File: src/rtl/linear_blend_vertex_skinning_assert.svh
// assertion macros shared by the skinning block
`ifndef LINEAR_BLEND_VERTEX_SKINNING_ASSERT_SVH
`define LINEAR_BLEND_VERTEX_SKINNING_ASSERT_SVH

// consequent must hold in the same cycle as the antecedent
`define LBVS_ASSERT_SAME(label, clk, rst_n, ante, cons) \
    label: assert property (@(posedge clk) disable iff (!(rst_n)) (ante) |-> (cons)) \
        else $error("lbvs assertion failed");

// consequent must hold in the cycle after the antecedent
`define LBVS_ASSERT_NEXT(label, clk, rst_n, ante, cons) \
    label: assert property (@(posedge clk) disable iff (!(rst_n)) (ante) |=> (cons)) \
        else $error("lbvs assertion failed");

`endif

File: src/rtl/lbvs_pkg.sv
// types, codes and fixed-point helpers for the skinning block
`timescale 1ns / 1ps

package lbvs_pkg;

    // input item function codes
    localparam logic [1:0] FUNC_LOAD_MATRIX = 2'd0;
    localparam logic [1:0] FUNC_LOAD_ID     = 2'd1;
    localparam logic [1:0] FUNC_SKIN        = 2'd2;

    // configuration register indexes
    localparam int         CFG_IDX_W      = 1;
    localparam int         CFG_DATA_W     = 6;
    localparam logic [0:0] CFG_SLOT_COUNT = 1'd0;
    localparam logic [0:0] CFG_ANIM_FRAME = 1'd1;

    // matrix words per bone and frame (3 rows by 4 columns)
    localparam int MAT_WORDS = 12;

    // weight of 1.0 in Q1.16 and match counter ceiling
    localparam logic [16:0] W_ONE   = 17'h10000;
    localparam logic [3:0]  CNT_MAX = 4'd15;

    typedef struct packed {
        logic [1:0]         func;
        logic [2:0]         frame;
        logic [4:0]         bone_slot;
        logic [3:0]         element;
        logic signed [31:0] value;
        logic [7:0]         bone_id;
        logic signed [31:0] pos_x;
        logic signed [31:0] pos_y;
        logic signed [31:0] pos_z;
        logic [16:0]        weight;
        logic               last;
    } t_in_item;

    typedef struct packed {
        logic signed [31:0] skinned_x;
        logic signed [31:0] skinned_y;
        logic signed [31:0] skinned_z;
        logic [3:0]         bones_matched;
        logic               saturated;
    } t_out_item;

    typedef enum logic [3:0] {
        S_IDLE,
        S_CMP,
        S_ENC,
        S_RD,
        S_MUL,
        S_ADD,
        S_CLIP,
        S_WMUL,
        S_WADD,
        S_FINISH,
        S_EMIT
    } t_state;

    // datapath controls driven by the sequencer
    typedef struct packed {
        logic       mul;
        logic       add;
        logic       clip;
        logic       wmul;
        logic       wadd;
        logic       clear;
        logic [1:0] row;
        logic [1:0] col;
    } t_dp_ctl;

    // true when a value falls outside the signed 32-bit range
    function automatic logic ovf32(input logic signed [63:0] v);
        logic hi;
        logic lo;
        hi = (v > 64'sd2147483647);
        lo = (v < -64'sd2147483648);
        return hi | lo;
    endfunction

    // clip to the signed 32-bit range
    function automatic logic signed [31:0] sat32(input logic signed [63:0] v);
        logic signed [31:0] res;
        if (v > 64'sd2147483647) begin
            res = 32'sh7FFFFFFF;
        end else if (v < -64'sd2147483648) begin
            res = 32'sh80000000;
        end else begin
            res = v[31:0];
        end
        return res;
    endfunction

endpackage

File: src/rtl/lbvs_xform.sv
// row transform, weight scaling and saturating accumulators
`timescale 1ns / 1ps

module lbvs_xform (
    input  logic                  i_clk,
    input  logic                  i_rst_n,
    input  lbvs_pkg::t_dp_ctl     i_ctl,
    input  logic signed [31:0]    i_mem_q,
    input  logic signed [31:0]    i_pos_x,
    input  logic signed [31:0]    i_pos_y,
    input  logic signed [31:0]    i_pos_z,
    input  logic [16:0]           i_weight,
    output logic signed [31:0]    o_acc_x,
    output logic signed [31:0]    o_acc_y,
    output logic signed [31:0]    o_acc_z,
    output logic                  o_clip
);

    logic signed [63:0] r_prod;
    logic signed [49:0] r_t;
    logic signed [31:0] r_tc;
    logic signed [31:0] r_acc [3];
    logic               r_clip;

    logic signed [31:0] pos_sel;
    logic signed [31:0] acc_sel;
    logic signed [31:0] mul_a;
    logic signed [32:0] mul_b;
    logic signed [64:0] prod_full;
    logic signed [63:0] term;
    logic signed [49:0] n_t;
    logic signed [63:0] t_wide;
    logic signed [63:0] acc_sum;

    // operand selection for the shared multiplier
    always_comb begin
        case (i_ctl.col)
            2'd0:    pos_sel = i_pos_x;
            2'd1:    pos_sel = i_pos_y;
            default: pos_sel = i_pos_z;
        endcase
        case (i_ctl.row)
            2'd0:    acc_sel = r_acc[0];
            2'd1:    acc_sel = r_acc[1];
            default: acc_sel = r_acc[2];
        endcase
        mul_a = i_ctl.wmul ? r_tc : pos_sel;
        mul_b = i_ctl.wmul ? $signed({16'd0, i_weight}) : $signed({i_mem_q[31], i_mem_q});
    end

    assign prod_full = mul_a * mul_b;

    // floor of the product over 2^16, row sum and accumulator sum
    assign term    = r_prod >>> 16;
    assign n_t     = ((i_ctl.col == 2'd0) ? 50'sd0 : r_t) + term[49:0];
    assign t_wide  = {{14{r_t[49]}}, r_t};
    assign acc_sum = {{32{acc_sel[31]}}, acc_sel} + term;

    // product register; translation words enter as m * 2^16
    always_ff @(posedge i_clk) begin
        if (i_ctl.mul) begin
            if (i_ctl.col == 2'd3) begin
                r_prod <= {{16{i_mem_q[31]}}, i_mem_q, 16'd0};
            end else begin
                r_prod <= prod_full[63:0];
            end
        end else if (i_ctl.wmul) begin
            r_prod <= prod_full[63:0];
        end
    end

    // row sum and its clipped value
    always_ff @(posedge i_clk) begin
        if (i_ctl.add) begin
            r_t <= n_t;
        end
        if (i_ctl.clip) begin
            r_tc <= lbvs_pkg::sat32(t_wide);
        end
    end

    // accumulators and clip flag
    always_ff @(posedge i_clk) begin
        if (!i_rst_n || i_ctl.clear) begin
            r_acc[0] <= '0;
            r_acc[1] <= '0;
            r_acc[2] <= '0;
            r_clip   <= 1'b0;
        end else begin
            if (i_ctl.clip && lbvs_pkg::ovf32(t_wide)) begin
                r_clip <= 1'b1;
            end
            if (i_ctl.wadd) begin
                for (int k = 0; k < 3; k++) begin
                    if (i_ctl.row == 2'(k)) begin
                        r_acc[k] <= lbvs_pkg::sat32(acc_sum);
                    end
                end
                if (lbvs_pkg::ovf32(acc_sum)) begin
                    r_clip <= 1'b1;
                end
            end
        end
    end

    assign o_acc_x = r_acc[0];
    assign o_acc_y = r_acc[1];
    assign o_acc_z = r_acc[2];
    assign o_clip  = r_clip;

endmodule

File: config.mk
export PLATFORM = sky130hd
export DESIGN_NAME = lbvs_xform
export DESIGN_NICKNAME = d
export VERILOG_FILES = /design/src/rtl/linear_blend_vertex_skinning_assert.svh /design/src/rtl/lbvs_pkg.sv /design/src/rtl/lbvs_xform.sv
export SDC_FILE = /design/constraint.sdc
export NUM_CORES = 2
export LEC_CHECK = 0
export ABC_CLOCK_PERIOD_IN_PS = 14650
export BUFFER_PORTS_ARGS = -buffer_cell sky130_fd_sc_hd__buf_2
export CORE_UTILIZATION = 35
export CTS_BUF_LIST = sky130_fd_sc_hd__clkbuf_4 sky130_fd_sc_hd__clkbuf_8
export DETAILED_ROUTE_END_ITERATION = 6
export PLACE_DENSITY_LB_ADDON = 0.12
export SLEW_MARGIN = 20
export SYNTH_ARGS = -nofsm -noshare
export SYNTH_HDL_FRONTEND = slang
export SYNTH_SLANG_ARGS = --single-unit
File: constraint.sdc
create_clock -name i_clk -period 14.65 [get_ports i_clk]
set_clock_uncertainty 0.1 [all_clocks]
set_input_delay 2.93 -clock i_clk [delete_from_list [all_inputs] [get_ports i_clk]]
set_output_delay 2.93 -clock i_clk [all_outputs]
set_load 0.05 [all_outputs]
==> reports/qor.yml <==
place:
  portBuffers: 253
  dp_hpwl_um: 151000
  gp_congestion: 0.924
final_layout:
  syn2layout_area_growth_pct: 8.69
  fill_cells: 14800
  fin_util_pct: 38.4
  regArea_sq_mm: 0.00681
  drive_above_1_share_pct: 8.52
  nets: 7104
  multiInputGateArea_sq_mm: 0.0394
critical_path:
  critical_path_arrival_ps: 13050
  r2r_cells: 25
  cp_common_cell: "fa_1"
  regToRegSetupSlack_ps: 5470
  critPathMaxFanout: 23
  reg2reg_to: "r_prod[63]"
  cp.required_ps: 14840
  end_kind: "flip-flop"
  path_class: "in2reg"
  slowest_stage: "fa_1"
  startpoint_type: "input port"
  rr_startpoint: "r_tc[5]"
  slowest_delay_ps: 1080
  crit_start: "i_ctl[0]"
yosys:
  synth_cell_type_count: 78
  ys_ff_latch: 227
  async_reset_ff_share_pct: 0
  avgSynthCellArea_sq_um: 9.33
  synth.net_count: 6949
  syn-cell-area_sq_mm: 0.0507
  synth_edf_count: 226
  syn_inst: 5432
  yosys_warnings: 0
  synth_ff_type: "edfxtp_1"
  ys_seq_area_share_pct: 13.4
sta:
  finalSetupViolations: 0
  whs_ps: 417
  period_needed_ps: 12870
  timing_hold_violations_final: 0
  slew_headroom_pct: 22.3
  drv_slew: 0
  fin_tns_setup_ps: 0
  fin_crit_sh_pct: 87.8
  grt_setup_unrepaired: "no"
  worst_slew_pin_slew_ps: 1170
  fmax_ghz: 0.0777
cts:
  cts_buffers: 35
  cts.sinks: 227
  cts_resized: 0
  clockBufferDepth: 3
  postCtsHoldBufs: 0
  cts_root_buf: "clkbuf_8"
  cts_tree: "done"
  htreeDepth: 2
  clkLatencyLatePin_ps: 580
  post_cts_buffers: 0
  path_clk_slew_ps: 70
detailed_routing:
  viasPerCell: 5.16
  drc: 20
  drtIter0Drc: 2746
  wl_per_cell_um: 24.1
  vias: 38800
  ant_nets: 0
  routed_wl_um: 181000
  dr.pass1.iters: 7
die:
  io-pin-count: 254
  initial_utilization_pct: 35.3
  die_width_um: 383
  num_rows: 139
  chipHeight_um: 383
  dieArea_sq_mm: 0.146
  coreArea_sq_mm: 0.144
min_path:
  hold_start: "o_clip"
  hold_depth: 2
  hold_path_class: "reg2reg"
  worstHoldEndpoint: "o_clip"
status:
  status: "complete, but fails checks"
  violations: "DRC"
global_routing:
  grt_antenna_before_repair: 12
  grt_pass1_vias: 41700
  track_usage_pct: 25.3
  grt_max_degree: 75
  gr-total-overflow: 0
  grt_pass1_wl_um: 275000
job:
  maxCapViolCount: 0
## registers in the layout, indices dropped and copies added, names as in the netlist
name and count:
r_prod 48, r_tc 32, r_t 50, o_clip 1, r_acc 96
## metrics by stage
step | instance area (sq um) | worst slack, ps | instances
finish | 55100 | 1780 | 7516
global route | 55100 | 1320 | 7513
CTS | 55100 | 1920 | 7511
detailed placement | 54400 | 1350 | 7453
global placement | 54400 | 1360 | 7453
floorplan | 50700 | 3040 | 5432
## synthesized netlist by cell type, drive strengths merged (29+ instances only)
cell type	n	share of area, %
mux2i	80	1.6
nand2	693	5.1
inv	987	7.3
xor2	48	0.83
fa	1083	43
xnor2	92	1.6
and2	199	2.5
ha	277	6.8
o21bai	31	0.46
edfxtp	226	13
clkbuf	213	1.6
nand3	45	0.45
nor2	513	3.8
a21o	131	1.9
o21ai	144	1.4
nor2b	77	0.95
nand4	29	0.36
a21oi	237	2.3
## area by class of cell
cell class                 count  share of cell area [%]
clock inverter                12                   0.211
tap                         1903                    4.32
clock buffer                  46                    1.06
multi-input combinational   3979                    71.6
timing repair buffer         356                    3.73
inverter                     988                    6.73
sequential                   227                    12.4
antenna                        5                  0.0227
## cell families after synthesis
group / Yosys count / share of synthesized area (%)
AND/OR/NAND/NOR: 1674 / 14.6
AO/OA/AOI/OAI: 707 / 8.82
XOR/XNOR: 140 / 2.42
multiplexers: 98 / 1.98
adder cells (fa/ha/maj): 1360 / 49.6
buffers and inverters: 1226 / 9.12
flip-flops: 227 / 13.4
## worst max path at each step
| stage | end | cells after the start | slack [ps] |
|---|---|---|---|
| after floorplan | r_prod[63] | 33 | 3040 |
| after global placement | r_prod[62] | 28 | 1360 |
| after detailed placement | r_prod[63] | 28 | 1350 |
| after CTS | r_prod[57] | 29 | 1920 |
| after global routing | r_prod[63] | 28 | 1320 |
| final | r_prod[63] | 28 | 1780 |
## cell usage in the layout, fill, tap and decap left out, types with 67 or more instances in the layout
master	instances
a21o_1	131
a21oi_1	235
and2_1	198
buf_2	252
buf_4	102
edfxtp_1	226
fa_1	1083
ha_1	277
inv_1	986
mux2i_1	67
nand2_1	693
nor2_1	510
nor2b_1	77
o21ai_0	138
xnor2_1	92
## layer usage
metal	GRT usage, %	vias up	share of wire, %
li1	-	17200	-
met3	2.52	212	5.1
met5	0	-	0.029
met2	42.3	1174	48
met1	34.7	20200	44
met4	6.94	8	3.2
## critical path: cells and delay by family
family                     cells  cell delay (ps)
AOI/OAI and AO/OA              7             1310
and+or+nand+nor                4             1250
xor gates and xnor gates       1              150
muxes                          1              550
adders and majority gates      9             5290
buffers and inverters          6             1520
Power is left out: the tool's default activity adds up to more than one toggle a clock period on the data nets, which glitch-free logic cannot reach.
